**src/rtl/lstfs_pkg.sv**
```systemverilog
// shared types, codes and helper functions for the led slot table frame sender
// no dependencies; used by every module of the block
package lstfs_pkg;

	localparam int LED_SLOTS_DEF = 8;
	localparam int QUEUE_DEPTH = 2;
	localparam int QPTR_W = 1;
	localparam int QCNT_W = 2;

	localparam logic [7:0] DIGIT_BASE = 8'h30;
	localparam logic [7:0] FRAME_END = 8'hfe;
	localparam logic [7:0] FILL_BYTE = 8'h05;

	// input opcodes
	localparam logic [1:0] OP_LIGHT = 2'd0;
	localparam logic [1:0] OP_CLEAR = 2'd1;
	localparam logic [1:0] OP_SEND = 2'd2;

	// byte position within one led record
	localparam logic [2:0] PH_HUND = 3'd0;
	localparam logic [2:0] PH_TENS = 3'd1;
	localparam logic [2:0] PH_ONES = 3'd2;
	localparam logic [2:0] PH_LAST = 3'd5;

	typedef struct packed {
		logic [1:0] op;
		logic [6:0] note;
	} in_item_t;

	typedef struct packed {
		logic [7:0] frame_byte;
		logic       last;
	} out_item_t;

	typedef enum logic [1:0] {
		CMD_LIGHT,
		CMD_CLEAR,
		CMD_SEND
	} cmd_kind_t;

	typedef struct packed {
		cmd_kind_t  kind;
		logic [6:0] led;
	} cmd_t;

	function automatic logic [6:0] note_to_led(input logic [6:0] note);
		logic [6:0] led;
		begin
			case (note)
				7'd60: led = 7'd81;
				7'd62: led = 7'd85;
				7'd64: led = 7'd89;
				7'd65: led = 7'd91;
				7'd67: led = 7'd95;
				7'd69: led = 7'd99;
				7'd71: led = 7'd103;
				7'd72: led = 7'd105;
				7'd74: led = 7'd109;
				7'd76: led = 7'd113;
				7'd77: led = 7'd115;
				default: led = note;
			endcase
			return led;
		end
	endfunction

	// byte of one led record: three ascii digits, then three fill bytes
	function automatic logic [7:0] record_byte(input logic [6:0] v, input logic [2:0] phase);
		logic       hund;
		logic [6:0] rem;
		logic [14:0] prod;
		logic [3:0] tens;
		logic [6:0] ones;
		logic [7:0] b;
		begin
			hund = (v >= 7'd100);
			rem  = hund ? (v - 7'd100) : v;
			// divide by ten via reciprocal, exact for every 7-bit value of rem
			prod = 15'(rem) * 15'd205;
			tens = prod[14:11];
			ones = rem - 7'(tens) * 7'd10;
			case (phase)
				PH_HUND: b = DIGIT_BASE + 8'(hund);
				PH_TENS: b = DIGIT_BASE + 8'(tens);
				PH_ONES: b = DIGIT_BASE + 8'(ones);
				default: b = FILL_BYTE;
			endcase
			return b;
		end
	endfunction

endpackage

```
**src/rtl/lstfs_front.sv**
```systemverilog
// front stage: takes requests, maps notes to leds and classifies the opcode
// depends on lstfs_pkg
module lstfs_front (
	input  logic                 clk,
	input  logic                 arst_n,
	input  logic                 cmd_valid,
	output logic                 cmd_ready,
	input  lstfs_pkg::in_item_t  cmd,
	output logic                 push_valid,
	input  logic                 push_ready,
	output lstfs_pkg::cmd_t      push_cmd
);
	import lstfs_pkg::*;

	logic      valid_s1;
	cmd_t      cmd_s1;
	cmd_kind_t kind;
	logic      useful;

	assign cmd_ready = !valid_s1 || push_ready;

	always_comb begin
		kind   = CMD_LIGHT;
		useful = 1'b1;
		case (cmd.op)
			OP_LIGHT: kind = CMD_LIGHT;
			OP_CLEAR: kind = CMD_CLEAR;
			OP_SEND:  kind = CMD_SEND;
			default:  useful = 1'b0; // unused opcode is dropped here
		endcase
	end

	always_ff @(posedge clk or negedge arst_n) begin
		if (!arst_n) begin
			valid_s1 <= 1'b0;
		end else if (cmd_ready) begin
			valid_s1 <= cmd_valid && useful;
		end
	end

	always_ff @(posedge clk) begin
		if (cmd_ready && cmd_valid) begin
			cmd_s1.kind <= kind;
			cmd_s1.led  <= note_to_led(cmd.note);
		end
	end

	assign push_valid = valid_s1;
	assign push_cmd   = cmd_s1;

endmodule

```
**src/rtl/lstfs_queue.sv**
```systemverilog
// short command queue between the front stage and the slot table engine
// depends on lstfs_pkg
module lstfs_queue (
	input  logic             clk,
	input  logic             arst_n,
	input  logic             push_valid,
	output logic             push_ready,
	input  lstfs_pkg::cmd_t  push_cmd,
	output logic             pop_valid,
	input  logic             pop_ready,
	output lstfs_pkg::cmd_t  pop_cmd
);
	import lstfs_pkg::*;

	cmd_t              mem_q [QUEUE_DEPTH];
	logic [QPTR_W-1:0] wr_ptr_q;
	logic [QPTR_W-1:0] rd_ptr_q;
	logic [QCNT_W-1:0] count_q;
	logic              do_push;
	logic              do_pop;

	assign push_ready = (count_q != QCNT_W'(QUEUE_DEPTH));
	assign pop_valid  = (count_q != '0);
	assign pop_cmd    = mem_q[rd_ptr_q];
	assign do_push    = push_valid && push_ready;
	assign do_pop     = pop_valid && pop_ready;

	always_ff @(posedge clk or negedge arst_n) begin
		if (!arst_n) begin
			wr_ptr_q <= '0;
			rd_ptr_q <= '0;
			count_q  <= '0;
		end else begin
			if (do_push) begin
				wr_ptr_q <= wr_ptr_q + 1'b1;
			end
			if (do_pop) begin
				rd_ptr_q <= rd_ptr_q + 1'b1;
			end
			if (do_push && !do_pop) begin
				count_q <= count_q + 1'b1;
			end else if (do_pop && !do_push) begin
				count_q <= count_q - 1'b1;
			end
		end
	end

	always_ff @(posedge clk) begin
		if (do_push) begin
			mem_q[wr_ptr_q] <= push_cmd;
		end
	end

endmodule

```
**src/rtl/lstfs_back.sv**
```systemverilog
// back end: slot table, light and clear updates, frame walk into the output register
// depends on lstfs_pkg
module lstfs_back #(
	parameter int LED_SLOTS = lstfs_pkg::LED_SLOTS_DEF
) (
	input  logic                  clk,
	input  logic                  arst_n,
	input  logic                  pop_valid,
	output logic                  pop_ready,
	input  lstfs_pkg::cmd_t       pop_cmd,
	output logic                  tx_valid,
	input  logic                  tx_ready,
	output lstfs_pkg::out_item_t  tx
);
	import lstfs_pkg::*;

	localparam int SLOT_W = (LED_SLOTS > 1) ? $clog2(LED_SLOTS) : 1;
	localparam int SCAN_W = $clog2(LED_SLOTS + 1);

	typedef enum logic [1:0] {
		ST_IDLE = 2'b01,
		ST_SCAN = 2'b10
	} state_t;

	state_t            state_q;
	logic [SCAN_W-1:0] scan_q;
	logic [2:0]        phase_q;
	logic              slot_used_q [LED_SLOTS];
	logic [6:0]        slot_led_q [LED_SLOTS];
	logic              tx_valid_q;
	out_item_t         tx_q;

	logic              take;
	logic              hit;
	logic [LED_SLOTS-1:0] match;
	logic              found_free;
	logic [SLOT_W-1:0] free_idx;
	logic              found_hit;
	logic [SLOT_W-1:0] hit_idx;
	logic              scan_done;
	logic [SLOT_W-1:0] slot_idx;
	logic              cur_used;
	logic [6:0]        cur_led;
	logic              out_free;

	assign pop_ready = (state_q == ST_IDLE);
	assign take      = pop_valid && pop_ready;
	assign out_free  = !tx_valid_q || tx_ready;
	assign tx_valid  = tx_valid_q;
	assign tx        = tx_q;

	// per-slot compare and first free / first match pick
	always_comb begin
		found_free = 1'b0;
		free_idx   = '0;
		found_hit  = 1'b0;
		hit_idx    = '0;
		for (int s = 0; s < LED_SLOTS; s++) begin
			match[s] = slot_used_q[s] && (slot_led_q[s] == pop_cmd.led);
			if (!found_free && !slot_used_q[s]) begin
				found_free = 1'b1;
				free_idx   = SLOT_W'(s);
			end
			if (!found_hit && match[s]) begin
				found_hit = 1'b1;
				hit_idx   = SLOT_W'(s);
			end
		end
		hit = |match;
	end

	assign scan_done = (scan_q == SCAN_W'(LED_SLOTS));
	assign slot_idx  = SLOT_W'(scan_q);
	assign cur_used  = !scan_done && slot_used_q[slot_idx];
	assign cur_led   = slot_led_q[slot_idx];

	always_ff @(posedge clk or negedge arst_n) begin
		if (!arst_n) begin
			state_q    <= ST_IDLE;
			scan_q     <= '0;
			phase_q    <= PH_HUND;
			tx_valid_q <= 1'b0;
			for (int s = 0; s < LED_SLOTS; s++) begin
				slot_used_q[s] <= 1'b0;
			end
		end else begin
			if (tx_valid_q && tx_ready) begin
				tx_valid_q <= 1'b0;
			end
			case (state_q)
				ST_IDLE: begin
					if (take) begin
						case (pop_cmd.kind)
							CMD_LIGHT: begin
								if (!hit && found_free) begin
									slot_used_q[free_idx] <= 1'b1;
								end
							end
							CMD_CLEAR: begin
								if (found_hit) begin
									slot_used_q[hit_idx] <= 1'b0;
								end
							end
							CMD_SEND: begin
								state_q <= ST_SCAN;
								scan_q  <= '0;
								phase_q <= PH_HUND;
							end
							default: ;
						endcase
					end
				end
				ST_SCAN: begin
					if (scan_done) begin
						if (out_free) begin
							tx_valid_q <= 1'b1;
							state_q    <= ST_IDLE;
						end
					end else if (!cur_used) begin
						scan_q <= scan_q + 1'b1;
					end else if (out_free) begin
						tx_valid_q <= 1'b1;
						if (phase_q == PH_LAST) begin
							phase_q <= PH_HUND;
							scan_q  <= scan_q + 1'b1;
						end else begin
							phase_q <= phase_q + 1'b1;
						end
					end
				end
				default: state_q <= ST_IDLE;
			endcase
		end
	end

	always_ff @(posedge clk) begin
		if (take && pop_cmd.kind == CMD_LIGHT && !hit && found_free) begin
			slot_led_q[free_idx] <= pop_cmd.led;
		end
		if (state_q == ST_SCAN && out_free) begin
			if (scan_done) begin
				tx_q.frame_byte <= FRAME_END;
				tx_q.last       <= 1'b1;
			end else if (cur_used) begin
				tx_q.frame_byte <= record_byte(cur_led, phase_q);
				tx_q.last       <= 1'b0;
			end
		end
	end

endmodule

```
**src/rtl/led_slot_table_frame_sender.sv**
```systemverilog
// top level of the led slot table frame sender: front stage, command queue, back end
// depends on lstfs_pkg, lstfs_front, lstfs_queue, lstfs_back
//
// Light and clear requests pass a registered front stage that maps the note to
// an LED number and a two-entry queue; the back end applies each one as it takes
// it, so they flow at one per cycle while the back end is idle. Once a send is
// taken, the back end walks the slots in order, skipping each unlit slot and
// handing each byte of a lit slot to the output register, the last byte also
// stepping to the next slot; the walk waits while that register is full, and a
// single slot walker feeds it. The front keeps taking requests while a frame is
// sent until the queue and its own register are full, and the table is read for
// the frame exactly as it stood when the send was taken.
module led_slot_table_frame_sender #(
	parameter int LED_SLOTS = lstfs_pkg::LED_SLOTS_DEF
) (
	input  logic                  clk,
	input  logic                  arst_n,
	input  logic                  cmd_valid,
	output logic                  cmd_ready,
	input  lstfs_pkg::in_item_t   cmd,
	output logic                  tx_valid,
	input  logic                  tx_ready,
	output lstfs_pkg::out_item_t  tx
);
	import lstfs_pkg::*;

	logic push_valid;
	logic push_ready;
	cmd_t push_cmd;
	logic pop_valid;
	logic pop_ready;
	cmd_t pop_cmd;

	lstfs_front u_front (
		.clk        (clk),
		.arst_n     (arst_n),
		.cmd_valid  (cmd_valid),
		.cmd_ready  (cmd_ready),
		.cmd        (cmd),
		.push_valid (push_valid),
		.push_ready (push_ready),
		.push_cmd   (push_cmd)
	);

	lstfs_queue u_queue (
		.clk        (clk),
		.arst_n     (arst_n),
		.push_valid (push_valid),
		.push_ready (push_ready),
		.push_cmd   (push_cmd),
		.pop_valid  (pop_valid),
		.pop_ready  (pop_ready),
		.pop_cmd    (pop_cmd)
	);

	lstfs_back #(
		.LED_SLOTS (LED_SLOTS)
	) u_back (
		.clk       (clk),
		.arst_n    (arst_n),
		.pop_valid (pop_valid),
		.pop_ready (pop_ready),
		.pop_cmd   (pop_cmd),
		.tx_valid  (tx_valid),
		.tx_ready  (tx_ready),
		.tx        (tx)
	);

endmodule

```
**config.mk**
```make
export PLATFORM = sky130hd
export DESIGN_NAME = led_slot_table_frame_sender
export DESIGN_NICKNAME = d
export VERILOG_FILES = /design/src/rtl/lstfs_pkg.sv /design/src/rtl/lstfs_front.sv /design/src/rtl/lstfs_queue.sv /design/src/rtl/lstfs_back.sv /design/src/rtl/led_slot_table_frame_sender.sv
export SDC_FILE = /design/constraint.sdc
export NUM_CORES = 1
export LEC_CHECK = 0
export BUFFER_PORTS_ARGS = -buffer_cell sky130_fd_sc_hd__buf_2
export CAP_MARGIN = 20
export CELL_PAD_IN_SITES_DETAIL_PLACEMENT = 1
export CELL_PAD_IN_SITES_GLOBAL_PLACEMENT = 2
export CORE_ASPECT_RATIO = 1.25
export CORE_MARGIN = 3
export CORE_UTILIZATION = 40
export CTS_CLUSTER_DIAMETER = 60
export DETAILED_ROUTE_END_ITERATION = 7
export GPL_TIMING_DRIVEN = 0
export PLACE_DENSITY = 0.83
export SKIP_CTS_REPAIR_TIMING = 1
export SLEW_MARGIN = 20
export SYNTH_ARGS = -nofsm -noshare
export SYNTH_HDL_FRONTEND = slang
export SYNTH_SLANG_ARGS = --single-unit
```
**constraint.sdc**
```tcl
create_clock -name clk -period 9.7 [get_ports clk]
set_clock_uncertainty 0.1 [all_clocks]
set_input_delay 0.97 -clock clk [delete_from_list [all_inputs] [get_ports clk]]
set_output_delay 0.97 -clock clk [all_outputs]
set_load 0.02 [all_outputs]
```
# After elaboration in Yosys (flattened, before gate mapping)
# Memories as Yosys holds them, arrays and structs flattened.
# Index checks and enable logic that the tools add are counted.
# totals
ram_bits,74
register_bits,41
out_inout_bits,11
mem_count,2
# memory_table
memory,depth,word_bits,read_ports,rd_ports_with_merged_regs,wr,line_no,source
u_back.slot_led_q,8,7,9,0,1,lstfs_back.sv:29,logic [6:0] slot_led_q [LED_SLOTS];
u_queue.mem_q,2,9,1,0,1,lstfs_queue.sv:15,cmd_t mem_q [QUEUE_DEPTH];
# op_classes
n_addsub,11
multipliers,2
n_mux,76
n_bitwise,6
n_reduce_logical,80
n_eq_ne,40
order_cmp,6
# ops
op,count
$pmux W7 S11,1
$eq A7 B7 Y1 const B,9
$eq A7 B7 Y1,8
$mux W3,14
$logic_and A1 B1 Y1,37
$mux W1,32
$logic_not A1 Y1,26
$mux W4,6
$pmux W8 S3,1
$mux W2,10
$mux W8,2
$pmux W8 S2,1
$mul A7 B8 Y15 const B,1
$eq A7 B6 Y1 const B,2
$ge A4 B4 Y1 const B,3
$not A3 Y4,3
$reduce_and A6 Y1,2
$ne A2 B1 Y1 const B,5
$reduce_bool A2 Y1,5
$mux W9,1
$add A6 B7 Y8 const A,1
$and A8 B8 Y8,1
$lt A4 B1 Y1 const B,2
$ne A2 B2 Y1 const B,4
34 further kinds,44

# Logic depth before layout (Yosys ltp)
# Gate-level depths: netlist of the first run.
# An unclocked memory read counts as a cell.
# logic_depth
word_depth,34
mapped_depth,39
depth_no_buf,37

# By module
# A second synthesis of the first run with hierarchy kept.
# unflattened
cells_unflattened,615
area_unflattened_um2,7444.6
# modules_own_cells
module,seq_area_each_um2,instances,area_each_um2,cells_each
lstfs_back,2403.6,1,5985.7,515
lstfs_queue,640.6,1,860.8,46
lstfs_front,295.3,1,598.1,54

# Least setup slack after synthesis of the first run
# No wires, ideal clock.
# synth_path
path_type,register -> register
start,reg u_back.scan_q[0]
end,reg u_back.tx_q (netlist bit u_back.tx[7]) (data pin)
n_path_buf,3
arrival_time_ns,7.964
setup_slack_ns,1.492
path_stages_with_launch,36
setup_ns,0.145
synth_period_minus_slack_ns,8.208
cell_sequence,dfrtp_1 buf_6 buf_6 buf_2 mux4_2 mux2i_1 ha_1 nand3_1 nand3_2 a2bb2oi_2 nand2_1 xor2_1 ha_1 ha_1 fa_1 inv_1 fa_1 inv_1 ha_1 a31o_2 a31oi_1 o21a_1 nand2_1 a21oi_1 xnor2_1 ha_1 ha_1 fa_1 inv_1 ha_1 inv_1 and4_1 a2111oi_2 ha_1 xnor3_1 o21ai_1
# synth_via
elab_chain_len,9
elab_cells_between_ends,13
cone_classes,add/sub: 5; mul: 2; order compare: 1; eq/ne: 1; mux: 3; memory: 1
# synth_rtl
item,line_no,source
from (decl),lstfs_back.sv:26,logic [SCAN_W-1:0] scan_q;
from (signal assigned),lstfs_back.sv:120,scan_q <= scan_q + 1'b1;
from (signal assigned),lstfs_back.sv:125,scan_q <= scan_q + 1'b1;
$mem_v2 Z8 W7,-,
$sub A7 B7 Y7 / $ge A7 B7 Y1 (equally long branches),"lstfs_pkg.sv:77, lstfs_pkg.sv:76",
$mux W7,lstfs_pkg.sv:77,rem = hund ? (v - 7'd100) : v;
$mul A7 B8 Y15,lstfs_pkg.sv:79,prod = 15'(rem) * 15'd205;
$mul A4 B3 Y6,lstfs_pkg.sv:81,ones = rem - 7'(tens) * 7'd10;
$sub A7 B7 Y7,lstfs_pkg.sv:81,
$add A6 B7 Y8,lstfs_pkg.sv:85,PH_ONES: b = DIGIT_BASE + 8'(ones);
$pmux W8 S3,lstfs_pkg.sv:82,case (phase)
$mux W9,lstfs_back.sv:144,end else if (cur_used) begin
to (decl),lstfs_back.sv:31,out_item_t tx_q;
# Several ways; a longest one is shown, not always the timed one. The select of a mux whose other input is x is not followed.
# A chain may end at the register's enable or synchronous reset.

# Worst setup path after layout of the first run
# Same ends and word-level chain as after synthesis.

==> metrics, run 1 <==
status=finished, final reports clean; worst path bufs/invs=8; layout cells sized above 1=17.8%; Slowest-stage cell, CP=mux4_2; WS Path Type=reg -> reg; worst rel slew slack=30.5%; TNS Setup=0 ns; Max Fclk=111 MHz; via count=4914; Main synth FF type=edfxtp_1; FF+latch count, synth=115; DRC=0; # nets final=731; area of the multi-input gates=0.00383 sq mm; Clock Path Buffers=2; Simple-Gate Fraction of Synth Area=12.6%; GRT Total Usage=19.9%; Die W=127 microns; Worst Setup Start Kind=flip-flop; largest net degree at the start of global routing=24; drt initial violations=172; CTS buffer count=17; EDFF count, synth=92; WP data required=9.87 ns; WL per Instance=20.7 microns; cell family with most CP delay=adder cells; DIE AREA=0.0201 sq mm; Synthesis Warnings=0; GR Overflow Total=0; XOR/XNOR share of the synthesized area=9.80%; Mapped Avg Cell Area=11.8 sq um; H-tree depth=4; Worst EP arrival=9.17 ns; vias in the first global route=5455; # diodes=0; post-layout min period=9.00 ns; share of synthesized area spent on multiplexers=9.07%; Syn-to-layout area delta=14.1%; Slew Limit Fails=0; Gate Count Post-Synth=624; clk slew on worst S/H paths=0.06 ns; Finished Layout Cells=900; vias per inst=5.46; Clk Latency, worst-skew pair=0.42 ns; RSZ-0062 raised after global routing=no; TritonCTS Sinks=115; Finish-stage setup viols=0; total wire length=18700 microns; first-pass GRT wire length=30400 microns; IO Pins=24; fin crit share=92.8%; max cap viols=0; post-layout util=47.4%; Netlist cell types=79; fill cell count=1882; Syn Std Cell Area=0.00738 sq mm; initial antenna violation count=0; drt pass-1 iters=4; Tightest Hold Check Type=reg -> reg; root buffer cell=clkbuf_16; DP HPWL=14500 microns; die height=158 microns; post-route ant nets=0; IO buf count=19; Seq/Total Area, Yosys=45.2%; core area=0.0178 sq mm; largest family of logic cells by synthesized area=simple AND/OR/NAND/NOR gates; syn nets=692; Rows=54; Starting Density=41.5%; placed cell count=869; RD Place Congestion=0.879; Final Hold Fails=0; post-synthesis adder-cell area fraction=10.2%; Register Area=0.00334 sq mm; Worst-Margin Slew=1.04 ns; CTS tree=built; most frequent CP cell=ha_1; Largest stage delay, worst path=0.54 ns; critical path capture point type=flip-flop; ys async rst share=20.0%; largest fanout on the critical path=19; Synth Area in Compound Gates=9.17%
## state kept, by name, indices dropped and copies added, names as in the netlist
signal,cells
u_back.slot_led_q,56
u_back.slot_used_q,8
u_front.push_valid,1
u_front.push_cmd,9
u_back.tx_valid,1
u_back.state_q,2
u_queue.count_q,2
u_queue.wr_ptr_q,1
u_back.phase_q,3
u_back.tx,9
u_queue.mem_q,18
u_queue.rd_ptr_q,1
u_back.scan_q,4
## path summary, 6_finish.rpt
| check | to | start | cells after the start | slack, ns |
|---|---|---|---|---|
| setup / recovery | u_back.tx[7] | u_back.scan_q[0] | 36 | 0.70 |
| hold / removal | u_queue.mem_q[0][7] | u_front.push_cmd[7] | 0 | 0.35 |
| setup reg to reg | u_back.tx[7] | u_back.scan_q[0] | 36 | 0.70 |
| hold reg to reg | u_queue.mem_q[0][7] | u_front.push_cmd[7] | 0 | 0.35 |
| max in group asynchronous | u_back.scan_q[2] | arst_n | 1 | 8.69 |
| min in group asynchronous | u_queue.count_q[0] | arst_n | 1 | 0.43 |
## Yosys cell counts, types with 7 or more instances
master | count | area share (%)
a21oi_1 | 19 | 1.3
and2_1 | 9 | 0.76
clkbuf_1 | 10 | 0.51
dfrtp_1 | 22 | 7.5
edfxtp_1 | 92 | 37
fa_1 | 9 | 2.4
ha_1 | 46 | 7.8
inv_1 | 50 | 2.5
mux2i_1 | 7 | 0.95
mux2i_4 | 8 | 2.4
mux4_2 | 16 | 4.9
nand2_1 | 36 | 1.8
nand2b_1 | 10 | 0.85
nand3_1 | 9 | 0.61
nand4_1 | 13 | 1.1
nor2_1 | 51 | 2.6
nor2b_1 | 9 | 0.76
nor4_1 | 10 | 0.85
o21ai_0 | 15 | 1.0
o21ai_1 | 9 | 0.61
xnor2_1 | 58 | 6.9
xor2_1 | 17 | 2.0
## logic make-up after synthesis
kind of cell	count (synthesis)
adders and majority gates	55
DFF	115
muxes	36
and+or+nand+nor	176
AOI/OAI and AO/OA	96
buffers and inverters	68
xor gates and xnor gates	78
## layout make-up
type	instances	area share, %
Multi-Input combinational cell	441	45.5
Sequential cell	115	39.7
Clock buffer	19	5.39
Tap cell	224	3.33
Inverter	51	2.27
Clock inverter	13	1.46
Timing Repair Buffer	21	1.28
Buffer	16	1.13
## placed cells by master, fill, tap and decap left out, drive strengths merged, types with 3 or more instances in the layout
cell type,netlist,final
inv,51,56
xnor2,59,59
mux2,4,4
edfxtp,92,92
ha,46,46
dfrtp,22,22
clkbuf,10,30
clkinv,0,5
nand2,36,36
o21ai,25,25
mux2i,16,16
mux4,16,16
and2,10,10
nand2b,10,10
nor2b,9,9
o31ai,6,6
nor4,13,13
xor2,18,18
o21a,6,6
nand3,10,10
o211ai,4,4
fa,9,9
a21oi,20,20
buf,7,26
nand3b,3,3
nor3,7,7
a21o,3,3
nand4,13,13
a31oi,6,6
nor2,51,51
a2111oi,3,3
nor3b,4,4
## metrics by stage
stage,hold WS (ns),worst slack (ns),area (sq um)
final,0.352,0.702,8420
after global routing,0.359,0.0192,8420
after CTS,0.355,0.0906,8380
after detailed placement,0.342,0.105,7800
after global placement,0.324,0.306,7760
after floorplan,0.321,1.49,7380
## layer usage
| metal | track usage [%] | routed length [microns] |
|---|---|---|
| met1 | 22.2 | 7380 |
| met2 | 37.5 | 10300 |
| met3 | 3.48 | 477 |
| met4 | 7.31 | 451 |
| met5 | 0 | 0 |
Power of run 1 is not shown: default switching activity piles up to over one toggle a cycle in this logic, so the estimate is an artifact.
==> run 2: changes to the inputs <==
--- a/config.mk
+++ b/config.mk
@@ -11,11 +11,11 @@
 export CELL_PAD_IN_SITES_GLOBAL_PLACEMENT = 2
 export CORE_ASPECT_RATIO = 1.25
 export CORE_MARGIN = 3
-export CORE_UTILIZATION = 40
+export CORE_UTILIZATION = 32
 export CTS_CLUSTER_DIAMETER = 60
 export DETAILED_ROUTE_END_ITERATION = 7
 export GPL_TIMING_DRIVEN = 0
-export PLACE_DENSITY = 0.83
+export PLACE_DENSITY = 0.7
 export SKIP_CTS_REPAIR_TIMING = 1
 export SLEW_MARGIN = 20
 export SYNTH_ARGS = -nofsm -noshare
==> metrics, run 2 (same netlist as run 1, synthesis figures left out) <==
Starting Density=32.9% (-8.6 points); IO buf count=19 (unchanged); GRT Total Usage=15.5% (-4.4 points); critical path capture point type=flip-flop; core area=0.0224 sq mm (+26%); Slew Limit Fails=0 (unchanged); DP HPWL=14500 microns (+0.28%); root buffer cell=clkbuf_16; Rows=61 (+13%); DIE AREA=0.0249 sq mm (+24%); Die W=142 microns (+11%); RD Place Congestion=0.870 (-1.1%); RR Startpoint=u_back.scan_q[2]; start point of the critical path=u_back.scan_q[2]; Hold Startpoint=u_front.push_cmd[0]; fill cell count=2461 (+31%); M3 GR Usage=3.08% (-0.40 points); Tightest Hold Check Type=reg -> reg; Register Area=0.00334 sq mm (unchanged); Finished Layout Cells=959 (+6.6%); drt initial violations=172 (unchanged); biggest regs=u_back.slot_led_q (56), u_queue.mem_q (18); Syn-to-layout area delta=15.5%; initial antenna violation count=0 (unchanged); drt pass-1 iters=4 (unchanged); Max Fclk=110 MHz (-0.72%); grt met2 use=27.9% (-9.6 points); Slowest-stage cell, CP=fa_1; WS Path Type=reg -> reg; # diodes=0 (unchanged); fin crit share=93.4% (+0.67 points); area of the multi-input gates=0.00382 sq mm (-0.23%); commonest non-fill, non-tap cell in the layout=edfxtp_1; WP data required=9.89 ns (+0.02 ns); Worst-Margin Slew=0.867 ns (-0.172 ns); Largest stage delay, worst path=0.52 ns (-0.02 ns); IO Pins=24 (unchanged); RSZ-0062 raised after global routing=no; # nets final=731 (unchanged); largest net degree at the start of global routing=24 (unchanged); Worst Hold Slack=0.349 ns (-0.00332 ns); DRC=0 (unchanged); Largest Register=u_back.slot_led_q; Largest register FFs=56 (unchanged); largest fanout on the critical path=10 (-9); layout cells sized above 1=17.9% (+0.15 points); via count=4941 (+0.55%); met1 Use GR=17.7% (-4.6 points); Final Hold Fails=0 (unchanged); total wire length=18400 microns (-1.4%); CTS buffer count=17 (unchanged); Clk Latency, worst-skew pair=0.43 ns (about the same); post-layout min period=9.06 ns (+0.0653 ns); vias in the first global route=5475 (+0.37%); GR Overflow Total=0 (unchanged); worst rel slew slack=41.1% (+11 points); Finish-stage setup viols=0 (unchanged); Worst Setup Start Kind=flip-flop; first-pass GRT wire length=29700 microns (-2.0%); clk slew on worst S/H paths=0.06 ns (about the same); die height=176 microns (+11%); most frequent CP cell=ha_1; TritonCTS Sinks=115 (unchanged); TNS Setup=0 ns (unchanged); max cap viols=0 (unchanged); placed cell count=928 (+6.8%); WL per Instance=19.2 microns (-7.5%); gr busiest metal=met2; commonest non-fill, non-tap cells in the layout=edfxtp_1, xnor2_1, nor2_1; Worst EP arrival=9.25 ns (+0.08 ns); Clock Path Buffers=2 (unchanged); CTS tree=built; H-tree depth=4 (unchanged); post-route ant nets=0 (unchanged); vias per inst=5.15 (-5.6%); status=finished, final reports clean
[run 2: metal layers]
metal | vias to the layer above | share of wire (%) | wire length (microns)
met5 | - | 0 | 0
met4 | 0 | 3.0 | 556
met3 | 25 | 3.0 | 559
met2 | 81 | 53 | 9820
met1 | 2479 | 41 | 7450
li1 | 2356 | - | -
[run 2: final cells by class]
class	instances	area share, %
well taps	283	4.15
flip-flops and latches	115	39.2
clock inverters	15	2.29
plain buffers	16	1.04
multi-input cells	441	44.8
repair buffers	21	1.26
inverters	51	2.25
clock buffers	17	4.99
[run 2: final timing paths]
check,to,depth (start not counted),slack (ns)
setup reg to reg,u_back.tx[7],36,0.64
max in group asynchronous,u_back.scan_q[2],1,8.69
hold reg to reg,u_queue.mem_q[1][0],0,0.35
min in group asynchronous,u_queue.count_q[1],1,0.42
hold / removal,u_queue.mem_q[1][0],0,0.35
setup / recovery,u_back.tx[7],36,0.64
[run 2: critical path: cells and delay by family, from the launching register on]
family,cells,cell delay [ns]
AOI/OAI and AO/OA,6,1.40
xor gates and xnor gates,3,0.76
adders and majority gates,11,3.60
buffers and inverters,8,0.89
DFF,1,0.47
muxes,2,0.69
and+or+nand+nor,6,0.99
[run 2: through the flow]
stage               worst slack [ns]  area, sq um  util [%]
floorplan                       1.49         7380         -
global placement               0.289         7830      34.9
detailed placement             0.195         7880      35.1
CTS                            0.164         8500      37.9
global route                  0.0262         8530      38.0
finish                         0.637         8530      38.0
Power of run 2 is left out for the same reason.
